--- config.mk ---
export PLATFORM = sky130hd
export DESIGN_NAME = tql_ctrl
export DESIGN_NICKNAME = d
export VERILOG_FILES = /design/src/rtl/core/tql_pkg.sv /design/src/rtl/core/tql_ctrl.sv
export SDC_FILE = /design/constraint.sdc
export NUM_CORES = 1
export LEC_CHECK = 0
export ABC_AREA = 0
export BUFFER_PORTS_ARGS = -buffer_cell sky130_fd_sc_hd__buf_2
export CORE_AREA = 2 2 42 72
export CTS_BUF_LIST = sky130_fd_sc_hd__clkbuf_8
export CTS_CLUSTER_DIAMETER = 120
export DETAILED_ROUTE_END_ITERATION = 12
export DIE_AREA = 0 0 44 74
export SLEW_MARGIN = 20
export SYNTH_ARGS = -nofsm -noshare
export SYNTH_HDL_FRONTEND = slang
export SYNTH_SLANG_ARGS = --single-unit
--- constraint.sdc ---
create_clock -name clk -period 2.3 [get_ports clk]
set_clock_uncertainty 0.1 [all_clocks]
set_input_delay 0.115 -clock clk [delete_from_list [all_inputs] [get_ports clk]]
set_output_delay 0.115 -clock clk [all_outputs]
set_load 0.02 [all_outputs]
--- src/rtl/core/tql_pkg.sv ---
// Shared types for the Q-learning agent step: configuration, commands and status.
package tql_pkg;

  // Index of an action inside a table row; at most sixteen actions.
  localparam int unsigned COL_W = 4;

  typedef enum logic [1:0] {
    SCAN_NONE = 2'd0,
    SCAN_QMAX = 2'd1,
    SCAN_VMIN = 2'd2,
    SCAN_PICK = 2'd3
  } scan_mode_t;

  typedef struct packed {
    logic       explore_mode;
    logic [8:0] learn_rate;
    logic [8:0] discount;
    logic [7:0] extreme_limit;
    logic [3:0] warmup_steps;
  } cfg_t;

  typedef struct packed {
    logic             load;
    logic             rd_en;
    logic             rd_prior;
    scan_mode_t       mode;
    logic [COL_W-1:0] col;
    logic             mul1;
    logic             mul2;
    logic             upd_wr;
    logic             div_init;
    logic             div_step;
    logic             commit;
  } cmd_t;

  typedef struct packed {
    logic explore;
    logic upd_ok;
    logic force_act;
    logic out_busy;
  } status_t;

endpackage

--- src/rtl/core/tql_ctrl.sv ---
// Sequencer for the Q-learning agent step: row scans, update, tie selection and hand-off.
module tql_ctrl #(
  parameter int unsigned NUM_ACTIONS = 9
) (
  input  logic               clk,
  input  logic               rst,
  input  logic               in_valid,
  output logic               in_ready,
  input  tql_pkg::status_t   sts,
  output tql_pkg::cmd_t      cmd
);

  localparam logic [4:0] NA_C     = 5'(NUM_ACTIONS);
  localparam logic [4:0] DIV_LAST = 5'd7;

  typedef enum logic [9:0] {
    S_IDLE  = 10'b0000000001,
    S_QSCAN = 10'b0000000010,
    S_URD   = 10'b0000000100,
    S_MUL1  = 10'b0000001000,
    S_MUL2  = 10'b0000010000,
    S_UWR   = 10'b0000100000,
    S_VSCAN = 10'b0001000000,
    S_DIV   = 10'b0010000000,
    S_PICK  = 10'b0100000000,
    S_DONE  = 10'b1000000000
  } state_t;

  state_t     state, state_next;
  logic [4:0] cnt, cnt_next;

  assign in_ready = (state == S_IDLE);

  always_comb begin
    state_next   = state;
    cnt_next     = cnt;
    cmd          = '0;
    cmd.mode     = tql_pkg::SCAN_NONE;
    cmd.col      = cnt[tql_pkg::COL_W-1:0];
    case (state)
      S_IDLE: begin
        cnt_next = '0;
        if (in_valid) begin
          cmd.load   = 1'b1;
          state_next = S_QSCAN;
        end
      end
      S_QSCAN: begin
        cmd.rd_en = (cnt < NA_C);
        cmd.mode  = tql_pkg::SCAN_QMAX;
        if (cnt == NA_C) begin
          cnt_next = '0;
          if (!sts.explore) begin
            state_next = S_DONE;
          end else if (sts.upd_ok) begin
            state_next = S_URD;
          end else if (!sts.force_act) begin
            state_next = S_VSCAN;
          end else begin
            state_next = S_DONE;
          end
        end else begin
          cnt_next = cnt + 5'd1;
        end
      end
      S_URD: begin
        cmd.rd_en    = 1'b1;
        cmd.rd_prior = 1'b1;
        state_next   = S_MUL1;
      end
      S_MUL1: begin
        cmd.mul1   = 1'b1;
        state_next = S_MUL2;
      end
      S_MUL2: begin
        cmd.mul2   = 1'b1;
        state_next = S_UWR;
      end
      S_UWR: begin
        cmd.upd_wr = 1'b1;
        cnt_next   = '0;
        state_next = sts.force_act ? S_DONE : S_VSCAN;
      end
      S_VSCAN: begin
        cmd.rd_en = (cnt < NA_C);
        cmd.mode  = tql_pkg::SCAN_VMIN;
        if (cnt == NA_C) begin
          cmd.div_init = 1'b1;
          cnt_next     = '0;
          state_next   = S_DIV;
        end else begin
          cnt_next = cnt + 5'd1;
        end
      end
      S_DIV: begin
        cmd.div_step = 1'b1;
        if (cnt == DIV_LAST) begin
          cnt_next   = '0;
          state_next = S_PICK;
        end else begin
          cnt_next = cnt + 5'd1;
        end
      end
      S_PICK: begin
        cmd.rd_en = (cnt < NA_C);
        cmd.mode  = tql_pkg::SCAN_PICK;
        if (cnt == NA_C) begin
          cnt_next   = '0;
          state_next = S_DONE;
        end else begin
          cnt_next = cnt + 5'd1;
        end
      end
      S_DONE: begin
        if (!sts.out_busy) begin
          cmd.commit = 1'b1;
          state_next = S_IDLE;
        end
      end
      default: begin
        state_next = S_IDLE;
        cnt_next   = '0;
      end
    endcase
  end

  always_ff @(posedge clk) begin
    if (rst) begin
      state <= S_IDLE;
      cnt   <= '0;
    end else begin
      state <= state_next;
      cnt   <= cnt_next;
    end
  end

`ifndef ASSERT_OFF
  a_commit_only_when_free: assert property (@(posedge clk) disable iff (rst)
    cmd.commit |-> !sts.out_busy)
    else $error("result committed while the output word is still held");
  a_upd_needs_permission: assert property (@(posedge clk) disable iff (rst)
    cmd.upd_wr |-> (sts.explore && sts.upd_ok))
    else $error("table update without explore mode and warm-up passed");
  a_load_leaves_idle: assert property (@(posedge clk) disable iff (rst)
    cmd.load |=> !in_ready)
    else $error("sequencer took a word but did not start work");
`endif

endmodule

* Word-level counts from Yosys, hierarchy flattened
Index checks and enable logic that the tools add are counted.
** Cells by class
- Add/subtract/negate cells :: 1
- Order comparisons :: 1
- Eq/ne operators :: 18
- Muxes and demuxes :: 26
- Reduce and logical (&&, ||, !) cells :: 3
** Operators by type and width (count)
- $pmux W10 S10 :: 1
- $mux W10 :: 9
- $pmux W5 S3 :: 1
- $ne A2 B2 Y1 const B :: 6
- $mux W1 :: 11
- $eq A10 B1 Y1 const B :: 1
- $eq A10 B10 Y1 const B :: 1
- $eq A10 B2 Y1 const B :: 1
- $eq A10 B3 Y1 const B :: 1
- $eq A10 B4 Y1 const B :: 1
- $eq A10 B5 Y1 const B :: 1
- $eq A10 B6 Y1 const B :: 1
- $eq A10 B7 Y1 const B :: 1
- $eq A10 B8 Y1 const B :: 1
- $eq A10 B9 Y1 const B :: 1
- $mux W5 :: 2
- $pmux W2 S3 :: 1
- $reduce_and A6 Y1 :: 1
- $add A5 B1 Y5 const B :: 1
- $eq A5 B3 Y1 const B :: 1
- $eq A5 B4 Y1 const B :: 1
- $lt A5 B4 Y1 const B :: 1
- $reduce_or A4 Y1 :: 1
- $reduce_or A3 Y1 :: 1
- $pmux W1 S2 :: 1
** Word-level totals
- Flip-flop bits (word level) :: 15
- Input port bits :: 7
- Output and inout bits :: 16
- Word-level logic and storage cells :: 51

* Logic depth before layout (Yosys ltp)
Gate-level depths: netlist of the first run.
- Word-level depth :: 5
- Depth in mapped cells :: 8
- Depth with buffers taken out :: 6

* Worst setup path after synthesis of the first run
No wires, ideal clock.
- Path kind :: reg-to-reg
- From :: reg state[2]
- To :: reg cnt[2]
- Setup time :: 0.074 ns
- Data arrival time :: 1.963 ns
- Required time :: 2.126 ns
- Slack :: 0.162 ns
- Cell stages (with the launch flop) :: 7
- Path buffers :: 0
- Clock period less this slack :: 2.138 ns
- Cells stage by stage :: dfxtp_1 > nor4_4 > and4b_1 > nand2b_2 > a21oi_1 > or4b_1 > a31oi_1
** Between the ends
- Word-level cells in the longest chain between the ends :: 3
- Elaborated cells on any way between the ends :: 11
- Classes of those cells :: eq/ne (8); mux (1); reduce/logical (2)
** Ends and longest elaborated chain
- start, declared :: line tql_ctrl.sv:29 : state_t state, state_next;
- start signal, assigned :: line tql_ctrl.sv:132 : state <= state_next;
- $eq A10 B10 Y1, or another cell as far along :: line tql_ctrl.sv:40 : case (state)
- $reduce_or A4 Y1 (no source line) / $reduce_or A3 Y1 (equally long branches)
- $pmux W5 S3 :: line tql_ctrl.sv:40
- end signal, assigned :: line tql_ctrl.sv:133 : cnt <= cnt_next;
- end, declared :: line tql_ctrl.sv:30 : logic [4:0] cnt, cnt_next;
Several ways; a longest one is shown, not always the timed one.
A chain may end at the register's enable or synchronous reset.

* Worst setup path in the final report of the first run
- From :: reg state[7]
- To :: reg cnt[2]
Same word-level chain as after synthesis.

==> impl_metrics.env, run 1 <==
export IMPL_overflow=0
export IMPL_max_stage_delay_ps=520
export IMPL_cp_cell_sequence="nor4_4 > nand4b_1 > nand2b_2 > a21oi_1 > or4b_1 > a31oi_1"
export IMPL_dr_pass1_iters=4
export IMPL_synth_seq_cells=15
export IMPL_place_gp_congestion=0.852
export IMPL_setup_violations_final=0
export IMPL_worst_hold_slack_ps=41.8
export IMPL_relSlewSlack=0.754
export IMPL_synthArstFlopShare=0
export IMPL_grt_max_degree=16
export IMPL_start_util=0.379
export IMPL_slew_violations=0
export IMPL_fin_crit_ps=2150
export IMPL_synth_edf_count=0
export IMPL_track_usage=0.180
export IMPL_p_clk_frac=0.334
export IMPL_synth_compound_area_frac=0.166
export IMPL_p_leak_nw=0.554
export IMPL_synth_top_family_by_area="simple AND/OR/NAND/NOR gates"
export IMPL_synth_top_area_frac=0.294
export IMPL_final_util=0.454
export IMPL_met2_usage=0.328
export IMPL_syn_area_per_cell_um2=8.36
export IMPL_fin_area_mm2=0.00122
export IMPL_seq_area_frac_synth=0.294
export IMPL_path_clk_slew_ps=60
export IMPL_fin_tns_setup_ps=0
export IMPL_cts_htree_levels=1
export IMPL_switching_share=0.282
export IMPL_synthTopCellsByCount="15 x dfxtp_1, 14 x nor2_1, 11 x nand2_1, 6 x inv_1"
export IMPL_antenna_found_initial=0
export IMPL_multi_input_area_um2=649
export IMPL_die_area_mm2=0.00326
export IMPL_yosys_area_share_simple=0.412
export IMPL_cts_tree="yes"
export IMPL_period_share=0.934
export IMPL_status="finished, final reports clean"
export IMPL_grt_use_met3=0.0243
export IMPL_synth_warning_count=0
export IMPL_viasPerCell=6.01
export IMPL_critical_path_required_ps=2370
export IMPL_use_met1=0.188
export IMPL_setup_worst_path_start_class="register"
export IMPL_boundaryPins=23
export IMPL_intPower_mw=0.443
export IMPL_drc=0
export IMPL_yosys_area_top_type="dfxtp_1"
export IMPL_cts_hold_buf=0
export IMPL_power_mw=0.618
export IMPL_synth_flop_cell="dfxtp_1"
export IMPL_path_delay_family="simple AND/OR/NAND/NOR gates"
export IMPL_synth_adder_area_share=0.0245
export IMPL_wl_per_cell_um=15.4
export IMPL_postPlaceCellArea_mm2=0.00116
export IMPL_grt_pass1_wl_um=4430
export IMPL_clockBufferDepth=2
export IMPL_synth_xor_area_frac=0.0172
export IMPL_syn_inst=122
export IMPL_fp_dieH_um=74
export IMPL_clock_latency_ps=250
export IMPL_synthTopCellsByArea="dfxtp_1 29%, nor2_1 5.2%, nor4_4 4.2%, nand2_1 4.0%, nand4b_1 3.4%"
export IMPL_n_antenna_cell=0
export IMPL_slowest_stage="or4b_1"
export IMPL_core_area_mm2=0.00269
export IMPL_hp_class="input pin to register"
export IMPL_synthMuxAreaShare=0.00982
export IMPL_p_per_area_mw_per_mm2=505
export IMPL_synth_area_mm2=0.00102
export IMPL_ys_types=47
export IMPL_critPathArrivalTime_ps=2220
export IMPL_drt_iter0_drc=35
export IMPL_hold_viol=0
export IMPL_clock_sinks=15
export IMPL_power_frac_seq=0.452
export IMPL_dpl_hpwl_um=2070
export IMPL_critPathBufInv=0
export IMPL_syn_to_final_growth_pct=19.9
export IMPL_cts_buffers=3
export IMPL_grt_pass1_vias=1030
export IMPL_ant_nets=0
export IMPL_totalWireLength_um=2700
export IMPL_yosysMostFrequentCell="dfxtp_1"
export IMPL_worstMarginPinSlew_ps=365
export IMPL_rsz0062_at_grt="no"
export IMPL_crit_path_end_kind="register"
export IMPL_drive_gt1_frac=0.311
export IMPL_ir_worst_vdd_v=0.000404
export IMPL_p_sw_mw=0.174
export IMPL_busiest_layer="met2"
export IMPL_cts_root_buf="clkbuf_8"
export IMPL_fp_dieW_um=44
export IMPL_io_buffers=22
export IMPL_max_clock_freq_ghz=0.466
export IMPL_path_class="register to register"
export IMPL_crit_fanout=5
export IMPL_fill_cells=271
export IMPL_nets=158
export IMPL_regToRegSetupSlack_ps=150
export IMPL_seq_area_um2=302
export IMPL_combinationalPowerShare=0.214
export IMPL_placementRows=25
export IMPL_drv_cap=0
export IMPL_vias=1052
export IMPL_syn_nets=131
## layout make-up
cell class                 instances  area share
timing repair buffer              30       0.139
tap                               27      0.0276
clock buffer                       3      0.0338
multi-input combinational         93       0.531
inverter                           6      0.0184
clock inverter                     1     0.00307
sequential                        15       0.247
## per-layer routing
layer	share of wire	wire length, um
met1	0.39	1060
met2	0.52	1410
met3	0.055	148
met4	0.032	86
met5	0	0
## metrics by stage
step	setup WS [ps]	instances
after global placement	79.6	170
after global routing	2.63	175
after detailed placement	72.1	170
after floorplan	162	122
after CTS	56.6	174
final	153	175
## power groups by stage
stage	Combinational [mW]	Clock (mW)	Sequential [mW]
6_report	0.132	0.206	0.279
5_1_grt	0.144	0.228	0.280
4_1_cts	0.127	0.214	0.278
3_5_place_dp	0.126	0	0.284
3_3_place_gp	0.125	0	0.284
2_1_floorplan	0.0806	0	0.281
## worst register-to-register path, delay by kind of cell (launching register included)
| kind | cells | cell delay (ps) |
|---|---|---|
| flip-flops | 1 | 370 |
| AO/OA/AOI/OAI | 2 | 310 |
| AND/OR/NAND/NOR | 4 | 1300 |
## state kept, by name, indices dropped and copies added, names as in the netlist
| signal | count |
|---|---|
| state | 10 |
| cnt | 5 |
## path summary, 6_finish.rpt
kind,cells past startpoint,start,to
max,6,state[7],cnt[2]
min,3,sts[2],state[2]
max reg2reg,6,state[7],cnt[2]
min reg2reg,2,cnt[0],cnt[0]
## cell usage in the layout (no fill, tap or decap), drive strengths merged, types with 2 or more instances in the layout
cell    count
nand3b      4
nor4        4
and4b       2
or3b        2
nor2       14
nor3b       2
nand4b      4
nand2      11
xor2        2
a21oi       6
nor3        4
a31oi       4
dfxtp      15
buf        30
nand3       6
and2        2
inv         7
o21ai       4
a211o       2
clkbuf      3
ha          2
or4         2
## logic make-up (layout without fill, tap and decap cells)
group | count (synthesis) | count (layout)
flip-flops | 15 | 15
AND/OR/NAND/NOR | 65 | 65
XOR/XNOR | 2 | 2
multiplexers | 1 | 1
buffers and inverters | 14 | 40
AO/OA/AOI/OAI | 23 | 23
adder cells (fa/ha/maj) | 2 | 2
## repair_timing
action | in CTS | in global routing
gates resized for setup | 0 | 3
endpoints found under the setup margin | 0 | 4
setup buffers | 0 | 1
No activity file was read; power rests on OpenSTA's default activity.
==> run 2, diff against run 1 <==
--- a/config.mk
+++ b/config.mk
@@ -7,11 +7,11 @@
 export LEC_CHECK = 0
 export ABC_AREA = 0
 export BUFFER_PORTS_ARGS = -buffer_cell sky130_fd_sc_hd__buf_2
-export CORE_AREA = 2 2 42 72
+export CORE_AREA = 2 2 49 62
 export CTS_BUF_LIST = sky130_fd_sc_hd__clkbuf_8
 export CTS_CLUSTER_DIAMETER = 120
 export DETAILED_ROUTE_END_ITERATION = 12
-export DIE_AREA = 0 0 44 74
+export DIE_AREA = 0 0 51 64
 export SLEW_MARGIN = 20
 export SYNTH_ARGS = -nofsm -noshare
 export SYNTH_HDL_FRONTEND = slang
==> impl_metrics.env, run 2 (synthesized netlist as in run 1, its figures left out) <==
export IMPL_min_to="state[2]"
export IMPL_hp_class="input pin to register"
export IMPL_path_clk_slew_ps=60
export IMPL_critPathArrivalTime_ps=2310
export IMPL_cts_tree="yes"
export IMPL_combinationalPowerShare=0.199
export IMPL_regMostFlops="state"
export IMPL_clock_sinks=15
export IMPL_fp_dieH_um=64
export IMPL_whs_path_depth=3
export IMPL_r2r_start="state[5]"
export IMPL_hold_viol=0
export IMPL_syn_to_final_growth_pct=17.8
export IMPL_antenna_found_initial=0
export IMPL_slowest_stage="or4b_1"
export IMPL_relSlewSlack=0.690
export IMPL_die_area_mm2=0.00326
export IMPL_final_cell_mix="22 x buf_2, 15 x dfxtp_1, 14 x nor2_1, 11 x nand2_1, 7 x inv_1"
export IMPL_pre_cts_slack_ps=46.9
export IMPL_track_usage=0.167
export IMPL_fp_dieW_um=51
export IMPL_cts_htree_levels=1
export IMPL_crit_path_end_kind="register"
export IMPL_n_antenna_cell=0
export IMPL_r2r_cells=6
export IMPL_worstMarginPinSlew_ps=461
export IMPL_core_area_mm2=0.00265
export IMPL_power_frac_seq=0.457
export IMPL_io_buffers=22
export IMPL_wl_per_cell_um=14.2
export IMPL_setup_slack_ps=67.1
export IMPL_cts_root_buf="clkbuf_8"
export IMPL_totalWireLength_um=2530
export IMPL_boundaryPins=23
export IMPL_status="finished, final reports clean"
export IMPL_clockBufferDepth=2
export IMPL_dr_pass1_iters=4
export IMPL_max_clock_freq_ghz=0.448
export IMPL_placementRows=21
export IMPL_postPlaceCellArea_mm2=0.00115
export IMPL_critical_path_required_ps=2370
export IMPL_vias=999
export IMPL_setup_worst_path_start_class="register"
export IMPL_p_sw_mw=0.177
export IMPL_overflow=0
export IMPL_fin_crit_ps=2230
export IMPL_switching_share=0.288
export IMPL_clock_latency_ps=250
export IMPL_grt_pass1_vias=941
export IMPL_cp_cell_sequence="nor4_4 > nand4b_1 > nand2b_2 > a21oi_1 > or4b_1 > a31oi_1"
export IMPL_slew_violations=0
export IMPL_setup_violations_final=0
export IMPL_p_clk_frac=0.344
export IMPL_start_util=0.384
export IMPL_largest_reg_flops=10
export IMPL_drive_gt1_frac=0.271
export IMPL_rsz0062_at_grt="yes"
export IMPL_regToRegSetupSlack_ps=70
export IMPL_drt_iter0_drc=18
export IMPL_period_share=0.971
export IMPL_grt_pass1_wl_um=4070
export IMPL_reg_top3="state x10, cnt x5"
export IMPL_intPower_mw=0.436
export IMPL_p_leak_nw=0.535
export IMPL_layout_cells_most_common="buf_2"
export IMPL_ir_worst_vdd_v=0.000228
export IMPL_reg2reg_to="cnt[2]"
export IMPL_crit_fanout=7
export IMPL_nets=154
export IMPL_p_per_area_mw_per_mm2=510
export IMPL_drv_cap=0
export IMPL_cts_setup_buffers=0
export IMPL_dpl_hpwl_um=1960
export IMPL_ant_nets=0
export IMPL_fill_cells=285
export IMPL_viasPerCell=5.61
export IMPL_path_class="register to register"
export IMPL_place_gp_congestion=0.826
export IMPL_drc=0
export IMPL_grt_max_degree=16
export IMPL_max_stage_delay_ps=510
export IMPL_min_from="sts[2]"
export IMPL_fin_area_mm2=0.00120
export IMPL_cts_buffers=3
run 2: repair_timing:
| action | CTS | global route |
|---|---|---|
| hold buffers | 0 | 0 |
| setup endpoints to repair | 0 | 3 |
| hold endpoints to repair | 0 | 0 |
| gates resized for setup | 0 | 1 |
run 2: metrics by stage:
stage	hold WS, ps	setup TNS (ps)	cells	utilization	power (mW)
3_3_place_gp	285	0	174	0.432	0.402
2_1_floorplan	90.8	0	122	-	0.362
4_1_cts	18.8	0	178	0.449	0.615
5_1_grt	18.5	-19.8	178	0.453	0.643
6_report	22.3	0	178	0.453	0.613
3_5_place_dp	286	0	174	0.432	0.403
run 2: cell type report:
class                           instances  area [um^2]  area share
Multi-Input combinational cell         93          651       0.542
Clock buffer                            3         41.3      0.0344
Inverter                                6         22.5      0.0188
Clock inverter                          1         3.75     0.00313
Timing Repair Buffer                   26          140       0.117
Tap cell                               34         42.5      0.0354
Sequential cell                        15          300       0.250
run 2: power groups by stage:
stage | Combinational [mW] | Clock [mW] | Sequential [mW]
2_1_floorplan | 0.0806 | 0 | 0.281
3_3_place_gp | 0.119 | 0 | 0.283
3_5_place_dp | 0.120 | 0 | 0.284
4_1_cts | 0.120 | 0.217 | 0.278
5_1_grt | 0.134 | 0.229 | 0.281
6_report | 0.122 | 0.211 | 0.280
run 2: critical path: cells and delay by family, from the launching register on:
| kind | cells | cell delay, ps |
|---|---|---|
| compound gates | 2 | 300 |
| flops | 1 | 380 |
| simple gates | 4 | 1370 |
run 2: how the worst max path moves through the flow:
stage	start	endpoint	slack, ps
6_report	state[5]	cnt[2]	70
5_1_grt	state[5]	cnt[2]	-20
4_1_cts	state[8]	cnt[3]	40
3_5_place_dp	state[8]	cnt[3]	50
3_3_place_gp	state[8]	cnt[3]	120
2_1_floorplan	state[2]	cnt[2]	160
run 2: layer usage:
metal / share of wire / GRT usage / routed length, um / vias to the layer above
met1: 0.43 / 0.187 / 1090 / 474
met3: 0.053 / 0.0397 / 135 / 5
met4: 0.019 / 0.0845 / 47 / 0
met5: 0 / 0 / 0 / -
li1: - / - / - / 493
met2: 0.50 / 0.286 / 1260 / 27
==> run 3, diff against run 2 <==
--- a/config.mk
+++ b/config.mk
@@ -7,11 +7,11 @@
 export LEC_CHECK = 0
 export ABC_AREA = 0
 export BUFFER_PORTS_ARGS = -buffer_cell sky130_fd_sc_hd__buf_2
-export CORE_AREA = 2 2 49 62
+export CORE_AREA = 2 2 50 64
 export CTS_BUF_LIST = sky130_fd_sc_hd__clkbuf_8
 export CTS_CLUSTER_DIAMETER = 120
 export DETAILED_ROUTE_END_ITERATION = 12
-export DIE_AREA = 0 0 51 64
+export DIE_AREA = 0 0 52 66
 export SLEW_MARGIN = 20
 export SYNTH_ARGS = -nofsm -noshare
 export SYNTH_HDL_FRONTEND = slang
==> impl_metrics.env, run 3 (synthesized netlist as in run 1, its figures left out) <==
export IMPL_slew_violations=0
export IMPL_ant_nets=0
export IMPL_crit_path_end_kind="register"
export IMPL_core_area_mm2=0.00284
export IMPL_critPathArrivalTime_ps=2240
export IMPL_drv_cap=0
export IMPL_cts_root_buf="clkbuf_8"
export IMPL_antenna_found_initial=0
export IMPL_dr_pass1_iters=4
export IMPL_r2r_start="state[3]"
export IMPL_hold_viol=0
export IMPL_reg_top3="state x10, cnt x5"
export IMPL_p_leak_nw=0.538
export IMPL_placementRows=22
export IMPL_p_per_area_mw_per_mm2=511
export IMPL_final_cell_mix="22 x buf_2, 15 x dfxtp_1, 14 x nor2_1, 11 x nand2_1, 7 x inv_1"
export IMPL_totalWireLength_um=2550
export IMPL_cts_hold_buf=0
export IMPL_drc=0
export IMPL_boundaryPins=23
export IMPL_die_area_mm2=0.00343
export IMPL_cts_setup_buffers=0
export IMPL_status="finished, final reports clean"
export IMPL_grt_max_degree=16
export IMPL_clock_latency_ps=250
export IMPL_fill_cells=306
export IMPL_setup_worst_path_start_class="register"
export IMPL_regToRegSetupSlack_ps=140
export IMPL_fp_dieH_um=66
export IMPL_slowest_stage="or4b_1"
export IMPL_path_class="register to register"
export IMPL_ir_worst_vdd_v=0.000323
export IMPL_path_clk_slew_ps=70
export IMPL_vias=984
export IMPL_drt_iter0_drc=16
export IMPL_place_gp_congestion=0.827
export IMPL_cts_tree="yes"
export IMPL_syn_to_final_growth_pct=18.7
export IMPL_post_cts_resized=0
export IMPL_track_usage=0.163
export IMPL_crit_start="state[3]"
export IMPL_clock_sinks=15
export IMPL_grt_pass1_vias=918
export IMPL_dpl_hpwl_um=1930
export IMPL_n_antenna_cell=0
export IMPL_crit_path_end="cnt[2]"
export IMPL_clockBufferDepth=2
export IMPL_cts_buffers=3
export IMPL_crit_fanout=7
export IMPL_critical_path_required_ps=2380
export IMPL_fin_tns_setup_ps=0
export IMPL_rsz0062_at_grt="no"
export IMPL_fin_crit_ps=2160
export IMPL_relSlewSlack=0.756
export IMPL_max_clock_freq_ghz=0.463
export IMPL_nets=155
export IMPL_grt_pass1_wl_um=4150
export IMPL_max_stage_delay_ps=500
export IMPL_largest_reg_flops=10
export IMPL_period_share=0.939
export IMPL_viasPerCell=5.44
export IMPL_worstMarginPinSlew_ps=363
export IMPL_min_from="sts[2]"
export IMPL_power_mw=0.619
export IMPL_start_util=0.360
export IMPL_drive_gt1_frac=0.290
export IMPL_regMostFlops="state"
export IMPL_reg2reg_to="cnt[2]"
export IMPL_wl_per_cell_um=14.1
export IMPL_layout_cells_most_common="buf_2"
export IMPL_hp_class="input pin to register"
export IMPL_setup_violations_final=0
export IMPL_cts_htree_levels=1
export IMPL_r2r_cells=6
export IMPL_fp_dieW_um=52
export IMPL_overflow=0
export IMPL_io_buffers=22
export IMPL_cp_cell_sequence="nor4_4 > and4b_1 > nand2b_2 > a21oi_1 > or4b_1 > a31oi_1"
-- run 3: report_power, final --
group          internal, mW  switching, mW
logic                0.0501         0.0718
registers             0.267         0.0119
clock network         0.118         0.0999
total                 0.435          0.184
-- run 3: through the flow --
step / util / setup WS (ps) / cells / hold slack, ps / area [um^2]
3_5_place_dp: 0.408 / 124 / 177 / 277 / 1160
6_report: 0.427 / 140 / 181 / 14.9 / 1210
3_3_place_gp: 0.408 / 161 / 177 / 290 / 1160
5_1_grt: 0.427 / 5.59 / 181 / 31.8 / 1210
2_1_floorplan: - / 162 / 122 / 90.8 / 1020
4_1_cts: 0.424 / 101 / 181 / 16.4 / 1200
-- run 3: layout make-up --
type / instances / area [um^2] / area share
inverter: 6 / 22.5 / 0.0186
clock buffer: 3 / 41.3 / 0.0341
sequential: 15 / 300 / 0.248
clock inverter: 1 / 3.75 / 0.00310
tap: 36 / 45.0 / 0.0372
multi-input combinational: 93 / 649 / 0.537
timing repair buffer: 27 / 148 / 0.122
-- run 3: worst max-delay path: cells and delay by family (launching register included) --
family	cells	cell delay, ps
flops	1	400
simple gates	4	1300
compound gates	2	290
-- run 3: metal layers --
layer	part of all wire	track usage
met1	0.42	0.192
met2	0.51	0.278
met3	0.047	0.0226
met4	0.022	0.0888
met5	0	0
-- run 3: worst min-delay path by stage --
stage,slack (ps),endpoint,cells past startpoint
2_1_floorplan,90,state[4],1
6_report,10,state[2],3
4_1_cts,20,state[2],3
3_3_place_gp,290,state[2],3
5_1_grt,30,state[2],3
3_5_place_dp,280,state[2],3
